===== src/rtl/gsv_pkg.sv =====
// Shared constants, types and helper functions of the shadowcast visibility unit.
// Depends on nothing; every other file but gsv_div refers to it by scoped names.
package gsv_pkg;

	// grid and frame queue sizing
	localparam int GRID_SIZE   = 128;
	localparam int QUEUE_DEPTH = 256;

	localparam int GRID_W = $clog2(GRID_SIZE);
	localparam int CELLS  = GRID_SIZE * GRID_SIZE;
	localparam int IDX_W  = $clog2(CELLS);
	localparam int QA_W   = $clog2(QUEUE_DEPTH);
	localparam int QC_W   = $clog2(QUEUE_DEPTH + 1);

	// signed cell coordinate: origin plus or minus one full radius
	localparam int CW = (GRID_W + 2 > 10) ? GRID_W + 2 : 10;
	// slope terms reach 2*127+1
	localparam int SW = 10;
	// row and distance, up to radius+1
	localparam int RW = 8;

	// command codes
	localparam logic [2:0] CMD_WRITE   = 3'd0;
	localparam logic [2:0] CMD_CLRMAP  = 3'd1;
	localparam logic [2:0] CMD_CLRVIEW = 3'd2;
	localparam logic [2:0] CMD_CAST    = 3'd3;
	localparam logic [2:0] CMD_READ    = 3'd4;

	localparam logic [7:0] BRIGHT_MAX = 8'd255;

	// octant transform entries
	localparam logic signed [1:0] MP = 2'sb01;
	localparam logic signed [1:0] MN = 2'sb11;
	localparam logic signed [1:0] MZ = 2'sb00;

	localparam logic signed [1:0] OCT_M [8][4] = '{
		'{MZ, MP, MP, MZ},
		'{MP, MZ, MZ, MP},
		'{MZ, MN, MP, MZ},
		'{MN, MZ, MZ, MP},
		'{MZ, MP, MN, MZ},
		'{MP, MZ, MZ, MN},
		'{MZ, MN, MN, MZ},
		'{MN, MZ, MZ, MN}
	};

	// one pending frame: start row, high slope hy/hx, low slope ly/lx
	typedef struct packed {
		logic [RW-1:0]        row;
		logic signed [SW-1:0] hy;
		logic signed [SW-1:0] hx;
		logic signed [SW-1:0] ly;
		logic signed [SW-1:0] lx;
	} frame_t;

	// controller to datapath commands
	typedef struct packed {
		logic accept;
		logic sweep_all;
		logic sweep_b;
		logic sweep_v;
		logic origin;
		logic oct_init;
		logic oct_next;
		logic row_init;
		logic div_start;
		logic dy_init;
		logic visit;
		logic decide;
		logic row_end;
		logic dy_dec;
		logic pop;
		logic load;
		logic post;
	} ctl_t;

	// datapath to controller status
	typedef struct packed {
		logic sweep_last;
		logic frame_empty;
		logic row_done;
		logic div_done;
		logic skip;
		logic brk;
		logic dy_zero;
		logic q_empty;
		logic oct_last;
		logic s1_free;
	} st_t;

	// sign test of bx*ay - ax*by
	function automatic logic slope_lt(input logic signed [SW-1:0] ay,
			input logic signed [SW-1:0] ax, input logic signed [SW-1:0] by,
			input logic signed [SW-1:0] bx);
		logic signed [2*SW:0] c;
		c = bx * ay - ax * by;
		return c[2*SW];
	endfunction

	function automatic logic slope_gt(input logic signed [SW-1:0] ay,
			input logic signed [SW-1:0] ax, input logic signed [SW-1:0] by,
			input logic signed [SW-1:0] bx);
		logic signed [2*SW:0] c;
		c = bx * ay - ax * by;
		return !c[2*SW] && (c != '0);
	endfunction

	// multiply by a transform entry of 0, +1 or -1
	function automatic logic signed [CW-1:0] sel_mul(input logic signed [CW-1:0] v,
			input logic signed [1:0] m);
		logic signed [CW-1:0] r;
		case (m)
			MP:      r = v;
			MN:      r = -v;
			default: r = '0;
		endcase
		return r;
	endfunction

	function automatic logic [IDX_W-1:0] cell_idx(input logic [GRID_W-1:0] x,
			input logic [GRID_W-1:0] y);
		return IDX_W'(IDX_W'(x) * IDX_W'(GRID_SIZE) + IDX_W'(y));
	endfunction

endpackage


===== src/rtl/gsv_ctrl.sv =====
// Controller state machine: command dispatch, clearing sweeps and the cast walk.
// Depends on gsv_pkg.
module gsv_ctrl (
	input  logic          clk,
	input  logic          arst_n,
	input  logic          cmd_valid,
	input  logic [2:0]    command,
	input  gsv_pkg::st_t  st,
	output logic          cmd_stall,
	output gsv_pkg::ctl_t ctl
);

	localparam logic [3:0] S_RSTCLR = 4'd0;
	localparam logic [3:0] S_IDLE   = 4'd1;
	localparam logic [3:0] S_CLRB   = 4'd2;
	localparam logic [3:0] S_CLRV   = 4'd3;
	localparam logic [3:0] S_ORIGIN = 4'd4;
	localparam logic [3:0] S_OCT    = 4'd5;
	localparam logic [3:0] S_FCHK   = 4'd6;
	localparam logic [3:0] S_ROW    = 4'd7;
	localparam logic [3:0] S_DIV    = 4'd8;
	localparam logic [3:0] S_EVAL   = 4'd9;
	localparam logic [3:0] S_DEC    = 4'd10;
	localparam logic [3:0] S_NEXT   = 4'd11;
	localparam logic [3:0] S_LOAD   = 4'd12;
	localparam logic [3:0] S_FIN    = 4'd13;

	logic [3:0] state_q, state_nxt;
	logic       acc;

	assign cmd_stall = !((state_q == S_IDLE) && st.s1_free);
	assign acc       = cmd_valid && !cmd_stall;

	// next state and datapath commands
	always_comb begin
		ctl       = '0;
		state_nxt = state_q;
		case (state_q)
			S_RSTCLR: begin
				ctl.sweep_all = 1'b1;
				if (st.sweep_last)
					state_nxt = S_IDLE;
			end
			S_IDLE: begin
				ctl.accept = acc;
				if (acc) begin
					case (command)
						gsv_pkg::CMD_CLRMAP:  state_nxt = S_CLRB;
						gsv_pkg::CMD_CLRVIEW: state_nxt = S_CLRV;
						gsv_pkg::CMD_CAST:    state_nxt = S_ORIGIN;
						default:              state_nxt = S_IDLE;
					endcase
				end
			end
			S_CLRB: begin
				ctl.sweep_b = 1'b1;
				if (st.sweep_last)
					state_nxt = S_FIN;
			end
			S_CLRV: begin
				ctl.sweep_v = 1'b1;
				if (st.sweep_last)
					state_nxt = S_FIN;
			end
			S_ORIGIN: begin
				ctl.origin = 1'b1;
				state_nxt  = S_OCT;
			end
			S_OCT: begin
				ctl.oct_init = 1'b1;
				state_nxt    = S_FCHK;
			end
			S_FCHK: begin
				if (st.frame_empty) begin
					state_nxt = S_NEXT;
				end else begin
					ctl.row_init = 1'b1;
					state_nxt    = S_ROW;
				end
			end
			S_ROW: begin
				if (st.row_done) begin
					state_nxt = S_NEXT;
				end else begin
					ctl.div_start = 1'b1;
					state_nxt     = S_DIV;
				end
			end
			S_DIV: begin
				if (st.div_done) begin
					ctl.dy_init = 1'b1;
					state_nxt   = S_EVAL;
				end
			end
			S_EVAL: begin
				if (st.skip) begin
					if (st.dy_zero) begin
						ctl.row_end = 1'b1;
						state_nxt   = S_ROW;
					end else begin
						ctl.dy_dec = 1'b1;
					end
				end else if (st.brk) begin
					ctl.row_end = 1'b1;
					state_nxt   = S_ROW;
				end else begin
					ctl.visit = 1'b1;
					state_nxt = S_DEC;
				end
			end
			S_DEC: begin
				ctl.decide = 1'b1;
				if (st.dy_zero) begin
					ctl.row_end = 1'b1;
					state_nxt   = S_ROW;
				end else begin
					ctl.dy_dec = 1'b1;
					state_nxt  = S_EVAL;
				end
			end
			S_NEXT: begin
				if (!st.q_empty) begin
					ctl.pop   = 1'b1;
					state_nxt = S_LOAD;
				end else if (st.oct_last) begin
					state_nxt = S_FIN;
				end else begin
					ctl.oct_next = 1'b1;
					state_nxt    = S_OCT;
				end
			end
			S_LOAD: begin
				ctl.load  = 1'b1;
				state_nxt = S_FCHK;
			end
			S_FIN: begin
				if (st.s1_free) begin
					ctl.post  = 1'b1;
					state_nxt = S_IDLE;
				end
			end
			default: state_nxt = S_IDLE;
		endcase
	end

	always_ff @(posedge clk or negedge arst_n) begin
		if (!arst_n)
			state_q <= S_RSTCLR;
		else
			state_q <= state_nxt;
	end

endmodule


===== config.mk =====
export PLATFORM = sky130hd
export DESIGN_NAME = gsv_ctrl
export DESIGN_NICKNAME = d
export VERILOG_FILES = /design/src/rtl/gsv_pkg.sv /design/src/rtl/gsv_ctrl.sv
export SDC_FILE = /design/constraint.sdc
export NUM_CORES = 1
export LEC_CHECK = 0
export BUFFER_PORTS_ARGS = -buffer_cell sky130_fd_sc_hd__clkbuf_2
export CAP_MARGIN = 5
export CELL_PAD_IN_SITES_DETAIL_PLACEMENT = 1
export CELL_PAD_IN_SITES_GLOBAL_PLACEMENT = 1
export CORE_ASPECT_RATIO = 1.75
export CORE_UTILIZATION = 27
export DETAILED_ROUTE_END_ITERATION = 12
export PLACE_DENSITY_LB_ADDON = 0.25
export SYNTH_ARGS = -nofsm -noshare
export SYNTH_HDL_FRONTEND = slang
export SYNTH_SLANG_ARGS = --single-unit

===== constraint.sdc =====
create_clock -name clk -period 1.5 [get_ports clk]
set_clock_uncertainty 0.1 [all_clocks]
set_input_delay 0.15 -clock clk [delete_from_list [all_inputs] [get_ports clk]]
set_output_delay 0.15 -clock clk [all_outputs]
set_load 0.02 [all_outputs]

# After elaboration in Yosys (flattened, before gate mapping)
# Cells that the tools add are included.
dict set report totals {
  inputBits 16
  reg_bits 4
  output_inout_bits 18
  wordCells 75
}
dict set report classes {
  mux 45
  n_reduce_logical 7
  n_eq_ne 22
}
# op count
set op_table {}
lappend op_table {{$mux 4} 12}
lappend op_table {{$pmux 4 s12} 1}
lappend op_table {{$mux 1} 29}
lappend op_table {{$eq 4x4->1 const B} 6}
lappend op_table {{$eq 4x3->1 const B} 4}
lappend op_table {{$pmux 3 s3} 1}
lappend op_table {{$eq 4x2->1 const B} 2}
lappend op_table {{$ne 2x2->1 const B} 4}
lappend op_table {{$eq 3x2->1 const B} 2}
lappend op_table {{$reduce_and 6->1} 1}
lappend op_table {{$eq 4x1->1 const B} 1}
lappend op_table {{$logic_not 4->1} 1}
lappend op_table {{$pmux 2 s2} 1}
lappend op_table {{$reduce_or 2->1} 2}
lappend op_table {{$eq 3x1->1 const B} 1}
lappend op_table {{$ne 3x3->1 const B} 1}
lappend op_table {{$logic_and 1x1->1} 2}
lappend op_table {{$mux 2} 1}
lappend op_table {{$ne 2x1->1 const B} 1}
lappend op_table {{$logic_not 1->1} 1}

# Logic depth before layout (Yosys ltp)
# Gate-level depths: netlist (run 1).
dict set report depth {
  word_depth 5
  ltp_mapped 7
  depth_no_buf 5
}

# Worst setup path before layout (run 1)
# OpenSTA, ideal clock, no wires.
dict set report synth_timing {
  path_kind {register to output}
  from {register state_q[2]}
  to {output ctl[15] (netlist name)}
  setup_slack_ns -0.211
  required_time_ns 1.250
  arrival_ns 1.461
  path_buffers 2
  path_stages_with_launch 4
  path_cell_list {dfrtp_1 > buf_2 > buf_2 > nor4_1}
}
# item line_no
set synth_rtl {}
lappend synth_rtl {{start, declared} gsv_ctrl.sv:28} ;# logic [3:0] state_q, state_nxt;
lappend synth_rtl {{start signal, assigned} gsv_ctrl.sv:150} ;# state_q <= state_nxt;
lappend synth_rtl {{end, declared} gsv_ctrl.sv:10} ;# output gsv_pkg::ctl_t ctl

# Worst setup path after layout (run 1)
dict set report layout_timing {
  from {register state_q[3]}
  to {register state_q[2]}
}
dict set report layout_between {
  elab_chain_len 5
  elab_cells_between_ends 26
}
# item line_no
set layout_lines {}
lappend layout_lines {{$eq 4x1->1} {gsv_ctrl.sv:31, gsv_ctrl.sv:38}}
lappend layout_lines {{$logic_and 1x1->1} gsv_ctrl.sv:31} ;# assign cmd_stall = !((state_q == S_IDLE) && st.s1_free);
lappend layout_lines {{$logic_and 1x1->1} gsv_ctrl.sv:32} ;# assign acc = cmd_valid && !cmd_stall;
lappend layout_lines {{$ne 2x2->1 (no source line)} -}
lappend layout_lines {{$reduce_and 6->1 (no source line)} -}
# Several ways; a longest one is shown, not always the timed one.
# A chain may end at the register's enable or synchronous reset.

==> flow_metrics.tcl, run 1 <==
set metrics [dict create \
    synth-compound-area-share 0.3190 \
    wl_per_cell_microns 20.60 \
    path_max_fanout 6 \
    cts_tree "done" \
    path_class "flop to flop" \
    start_kind "flop" \
    synth-simple-area-share 0.3817 \
    ant_nets 0 \
    area_growth_pct 128.9 \
    place_hpwl_microns 2204 \
    place.gp.congestion 0.8362 \
    layout.nets 189 \
    p_sw_mw 1.731 \
    grt_pass1_vias 1169 \
    routed_via_density 5.650 \
    num_io_pins 34 \
    die_w_microns 40.44 \
    clk_pin_slew_ps 30 \
    drt-initial-drc-count 28 \
    netlist_area_sq_um 698.2 \
    grt_pass1_wl_microns 5671 \
    grt_max_degree 11 \
    yosysUniqueCellTypes 43 \
    cts_buffer_depth 2 \
    firstDrtPassIters 4 \
    power.density_nw_per_um2 2348 \
    post-route-period-util 1.138 \
    worstMarginPinSlew_ps 298.8 \
    synth_nets 116 \
    syn_area_per_cell_sq_um 6.982 \
    maxCapViolCount 0 \
    ys_ff_latch 4 \
    netlist_instances 100 \
    max-vdd-ir-drop_v 0.001503 \
    vias 1113 \
    h-tree-depth 1 \
    synth_top_area_share 0.1434 \
    die_y_microns 69.27 \
    violations "setup timing" \
    synth_top_cells_by_area "dfrtp_1 14%, nor3_1 7.2%, a21oi_1 6.5%, nor2_1 5.9%, nand2b_1 4.5%" \
    diodes 0 \
    holdCritPathClass "input pin to async pin" \
    rsz0062_at_grt "true" \
    clkPwrFrac 0.062 \
    crit_end "state_q[2]$_DFFE_PN0P_" \
    status "finished with violations" \
    dpl_cell_area_sq_um 1086 \
    sw_frac_of_total 0.4613 \
    largestRegisters "state_q x4" \
    r2r.worst_path.cells 7 \
    largest_register_ffs 4 \
    crit_path_start "state_q[3]$_DFFE_PN0P_" \
    fp.coreArea_sq_um 2462 \
    fin_cells 197 \
    start_util 0.2835 \
    grt.overflow.total 0 \
    largest-register "state_q" \
    finalMaxSlewViolations 0 \
    reg2reg_to "state_q[2]$_DFFE_PN0P_" \
    rows 24 \
    antenna_found_initial 0 \
    yosys.area.top_type "dfrtp_1" \
    intPower_mw 2.021 \
    max_freq_mhz 585.7 \
    worstPathArrival_ps 1740 \
    cts_buffers 3 \
    die-area_sq_um 2801 \
    synthMuxAreaShare 0.01434 \
    seq_area_frac_synth 0.1434 \
    clock_latency_ps 220 \
    relSlewSlack 0.7991 \
    dp_cells 175 \
    synth_warnings 0 \
    portBuffers 33 \
    required_ps 1540 \
    finalCriticalPeriod_ps 1707 \
    setup_viol 21 \
    synth_adder_area_share 0 \
    route.detailed.drc 0 \
    globalRouteTotalUtil 0.2953 \
    share_comb_of_total_power 0.864 \
    hold_slack_ps 175.4 \
    r2r_slack_ps -210 \
    cts.sinks 4 \
    fin_ws_ps -207.3 \
    drt-total-wl_microns 4059 \
    drive_gt1_frac 0.6842 \
    reg2reg_from "state_q[3]$_DFFE_PN0P_" \
    synth_top_family_by_area "simple AND/OR/NAND/NOR gates" \
    hold_viol_final 0 \
    synthXorXnorAreaFrac 0.02509 \
    cts_root_buf "clkbuf_8" \
    critPathCaptureType "flop" \
    leakage_nw 0.7270 \
    place_ws_ps -123.3 \
    finalInstanceArea_sq_um 1598 \
    p_seq_frac 0.074 \
    fin_setup_tns_ps -2339 \
]
layout make-up:
class	instances	area [sq um]
Timing Repair Buffer	77	694.4
Fill cell	295	864.6
Tap cell	26	32.53
Inverter	6	30.03
Sequential cell	4	103.9
Multi-Input combinational cell	81	695.7
Clock buffer	3	41.29
critical path: stages, from the launching register on:
cell	delay [ps]
dfrtp_2	440
nor2b_4	160
buf_6	130
a22o_1	230
o22ai_4	270
buf_6	160
nand2_2	40
o21ai_1	80
synthesized netlist by cell type (all sizes together):
cell,number
a21oi,9
or3,1
nand2,7
a22o,1
nor4b,1
o31ai,1
xor2,2
nor2b,3
o32a,1
nand4,1
mux2i,1
nand2b,6
o21a,2
a32oi,2
dfrtp,4
buf,8
inv,5
a221oi,1
nor4,3
a211oi,1
o22ai,2
clkbuf,1
and4,1
and3,2
clkinv,1
a21o,1
nand3,1
and2b,1
nor3,10
a31oi,1
o221ai,1
o21ai,5
nor2,11
a22oi,1
o211ai,1
per-stage QoR:
| stage | total power [mW] | util |
|---|---|---|
| after floorplan | 1.462 | - |
| after global placement | 2.222 | 0.4411 |
| after detailed placement | 2.270 | 0.4411 |
| after CTS | 3.286 | 0.6098 |
| after global routing | 3.925 | 0.6489 |
| final | 3.752 | 0.6489 |
worst min-delay path by stage:
| stage | start | endpoint | slack [ps] | depth (start not counted) |
|---|---|---|---|---|
| finish | arst_n | state_q[0]$_DFFE_PN0P_ | 180 | 2 |
| global route | arst_n | state_q[0]$_DFFE_PN0P_ | 180 | 2 |
| CTS | arst_n | state_q[2]$_DFFE_PN0P_ | 170 | 2 |
| detailed placement | arst_n | state_q[3]$_DFFE_PN0P_ | -140 | 1 |
| global placement | arst_n | state_q[3]$_DFFE_PN0P_ | -140 | 1 |
| floorplan | arst_n | state_q[0]$_DFFE_PN0P_ | -250 | 0 |
cells by family after synthesis:
family	after synthesis
XOR/XNOR	2
multiplexers	1
AND/OR/NAND/NOR	48
flip-flops	4
buffers and inverters	15
AO/OA/AOI/OAI	30
placed cells by master, fill, tap and decap left out, drive strengths merged:
cell and count:
or3 1, clkbuf 22, a32oi 2, nand2b 6, nor4b 1, nand2 7, nand4 1, dfrtp 4
and3 2, o21a 2, nor2b 3, o211ai 1, a22o 1, nor3 10, o22ai 2, o21ai 5
nor2 11, inv 5, o221ai 1, clkinv 1, buf 57, dlygate4sd3 1, nand3 1, a21oi 9
o31ai 1, xor2 2, mux2i 1, a22oi 1, o32a 1, a221oi 1, nor4 3, and2b 1
a211oi 1, a21o 1, a31oi 1, and4 1
power by group through the flow:
stage | clock network [mW] | registers [mW] | logic (mW)
after floorplan | 0 | 0.203 | 1.26
after global placement | 0 | 0.250 | 1.97
after detailed placement | 0 | 0.256 | 2.01
after CTS | 0.233 | 0.273 | 2.78
after global routing | 0.246 | 0.286 | 3.39
final | 0.231 | 0.279 | 3.24
layer usage:
layer	vias to the layer above	routed length (microns)	share of wire	global-route usage
met5	-	0	0	0
li1	507	-	-	-
met3	12	86	0.021	0.05449
met4	0	179	0.044	0.2074
met1	560	1347	0.33	0.2814
met2	34	2445	0.60	0.5026
timing repair:
action	CTS	global route
hold endpoints to repair	4	0
hold buffers	1	0
setup endpoints to repair	22	22
pin swaps	11	3
setup buffers	13	5
gates resized for setup	68	25
(Power assumes the default switching activity.)
==> inputs of run 2 (changes only) <==
--- a/config.mk
+++ b/config.mk
@@ -9,10 +9,11 @@
 export CAP_MARGIN = 5
 export CELL_PAD_IN_SITES_DETAIL_PLACEMENT = 1
 export CELL_PAD_IN_SITES_GLOBAL_PLACEMENT = 1
-export CORE_ASPECT_RATIO = 1.75
+export CORE_ASPECT_RATIO = 1.1
 export CORE_UTILIZATION = 27
 export DETAILED_ROUTE_END_ITERATION = 12
 export PLACE_DENSITY_LB_ADDON = 0.25
+export RECOVER_POWER = 100
 export SYNTH_ARGS = -nofsm -noshare
 export SYNTH_HDL_FRONTEND = slang
 export SYNTH_SLANG_ARGS = --single-unit
==> run 2 against run 1 <==
Net effect: critical path type is now flop to output pin; the run still ends with setup timing left; worst hold slack improved by 24 ps; count of clock-buffer cells in the layout is the same; maximum frequency down 1.7%.
==> flow_metrics.tcl, run 2 (synthesis gave the netlist of run 1 again) <==
set metrics [dict create \
    status "finished with violations" \
    violations "setup timing" \
    p_sw_mw 1.672 \
    largest_register_ffs 4 \
    largestRegisters "state_q x4" \
    sw_frac_of_total 0.4923 \
    die_w_microns 50.49 \
    die-area_sq_um 2793 \
    drive_gt1_frac 0.6568 \
    critPathCaptureType "output pin" \
    hold_viol_final 0 \
    worstPathArrival_ps 1490 \
    start_util 0.2981 \
    crit_family "flip-flops" \
    ant_nets 0 \
    finalInstanceArea_sq_um 1478 \
    clock_latency_ps 250 \
    r2r_slack_ps -230 \
    drt-total-wl_microns 4094 \
    cts_root_buf "clkbuf_4" \
    finalMaxSlewViolations 0 \
    firstDrtPassIters 4 \
    slowest_stage "dfrtp_2" \
    fin_ws_ps -237.0 \
    num_io_pins 34 \
    worstMarginPinSlew_ps 299.6 \
    grt_pass1_vias 1125 \
    path_max_fanout 6 \
    globalRouteTotalUtil 0.2500 \
    max-vdd-ir-drop_v 0.001530 \
    diodes 0 \
    leakage_nw 0.6759 \
    routed_via_density 5.719 \
    slowest_delay_ps 470 \
    place_hpwl_microns 2201 \
    grt_max_degree 14 \
    layout.nets 187 \
    relSlewSlack 0.7946 \
    finalCriticalPeriod_ps 1737 \
    fp.coreArea_sq_um 2342 \
    rsz0062_at_grt "true" \
    largest-register "state_q" \
    grt_pass1_wl_microns 5416 \
    dp_cells 180 \
    start_kind "flop" \
    crit_path_start "state_q[2]$_DFFE_PN0P_" \
    required_ps 1250 \
    reg2reg_from "state_q[3]$_DFFE_PN0P_" \
    dpl_cell_area_sq_um 1074 \
    reg2reg_to "state_q[3]$_DFFE_PN0P_" \
    path_class "flop to output pin" \
    clk_pin_slew_ps 40 \
    grt.overflow.total 0 \
    cp_common_cell "buf_4" \
    drt-initial-drc-count 31 \
    place.gp.congestion 0.8206 \
    holdCritPathClass "input pin to async pin" \
    setup_viol 22 \
    clkPwrFrac 0.043 \
    path_buf_inv 3 \
    wl_per_cell_microns 20.57 \
    grtUsageMet3 0.02479 \
    max_freq_mhz 575.7 \
    use_met2 0.4438 \
    cts_buffers 3 \
    fin_cells 199 \
    h-tree-depth 1 \
    use_met1 0.2765 \
    route.detailed.drc 0 \
    layout_common_cells "36 x buf_4, 15 x clkbuf_2, 15 x buf_6" \
    die_y_microns 55.33 \
    final_common_cell "buf_4" \
    rows 18 \
    vias 1138 \
    cts.sinks 4 \
    antenna_found_initial 0 \
    share_comb_of_total_power 0.869 \
    fin_setup_tns_ps -3374 \
    portBuffers 33 \
    busiest_layer "met2" \
    r2r.worst_path.cells 6 \
    cts_tree "done" \
    maxCapViolCount 0 \
    nFillCells 280 \
    cts_buffer_depth 2 \
    area_growth_pct 111.6 \
    intPower_mw 1.725 \
    power.density_nw_per_um2 2299 \
    p_seq_frac 0.088 \
    hold_slack_ps 199.7 \
    crit_chain "nor2b_4 > buf_4 > buf_4 > nand2_1 > nor3_2 > buf_4" \
    post-route-period-util 1.158 \
    place_ws_ps -106.1 \
]
[run 2: cell type report]
type,count,area (sq um),share of cell area
sequential,4,103.9,0.07028
timing repair buffer,75,605.6,0.4098
tap,30,37.54,0.02540
clock buffer,3,22.52,0.01524
multi-input combinational,81,683.2,0.4623
inverter,6,25.02,0.01693
[run 2: power groups by stage]
stage	registers, mW	logic (mW)	clock network, mW
after global placement	0.258	1.90	0
after CTS	0.280	2.41	0.133
after detailed placement	0.265	1.95	0
after global routing	0.304	3.11	0.158
after floorplan	0.203	1.26	0
final	0.299	2.95	0.146
[run 2: layer usage]
metal | wire length (microns) | vias up | part of all wire
met5 | 0 | - | 0
met1 | 1594 | 538 | 0.39
li1 | - | 503 | -
met4 | 261 | 0 | 0.064
met2 | 2000 | 71 | 0.49
met3 | 237 | 26 | 0.058
[run 2: through the flow]
stage / util / power (mW)
final: 0.6309 / 3.397
after global placement: 0.4583 / 2.157
after CTS: 0.5652 / 2.826
after global routing: 0.6309 / 3.573
after floorplan: - / 1.462
after detailed placement: 0.4583 / 2.211
[run 2: worst max-delay path by stage]
stage | end | slack (ps) | cells after the start
after floorplan | ctl[10] | -210 | 3
final | ctl[2] | -240 | 6
after detailed placement | state_q[2]$_DFFE_PN0P_ | -110 | 5
after global placement | state_q[2]$_DFFE_PN0P_ | -70 | 5
after CTS | ctl[3] | -180 | 5
after global routing | ctl[3] | -300 | 5
[run 2: repair_timing]
action,4_1_cts,5_1_grt
hold buffers,1,0
resized for setup,41,38
setup endpoints to repair,22,22
gates cloned,0,0
hold endpoints to repair,4,0
pin swaps,6,6
buffers inserted,9,6
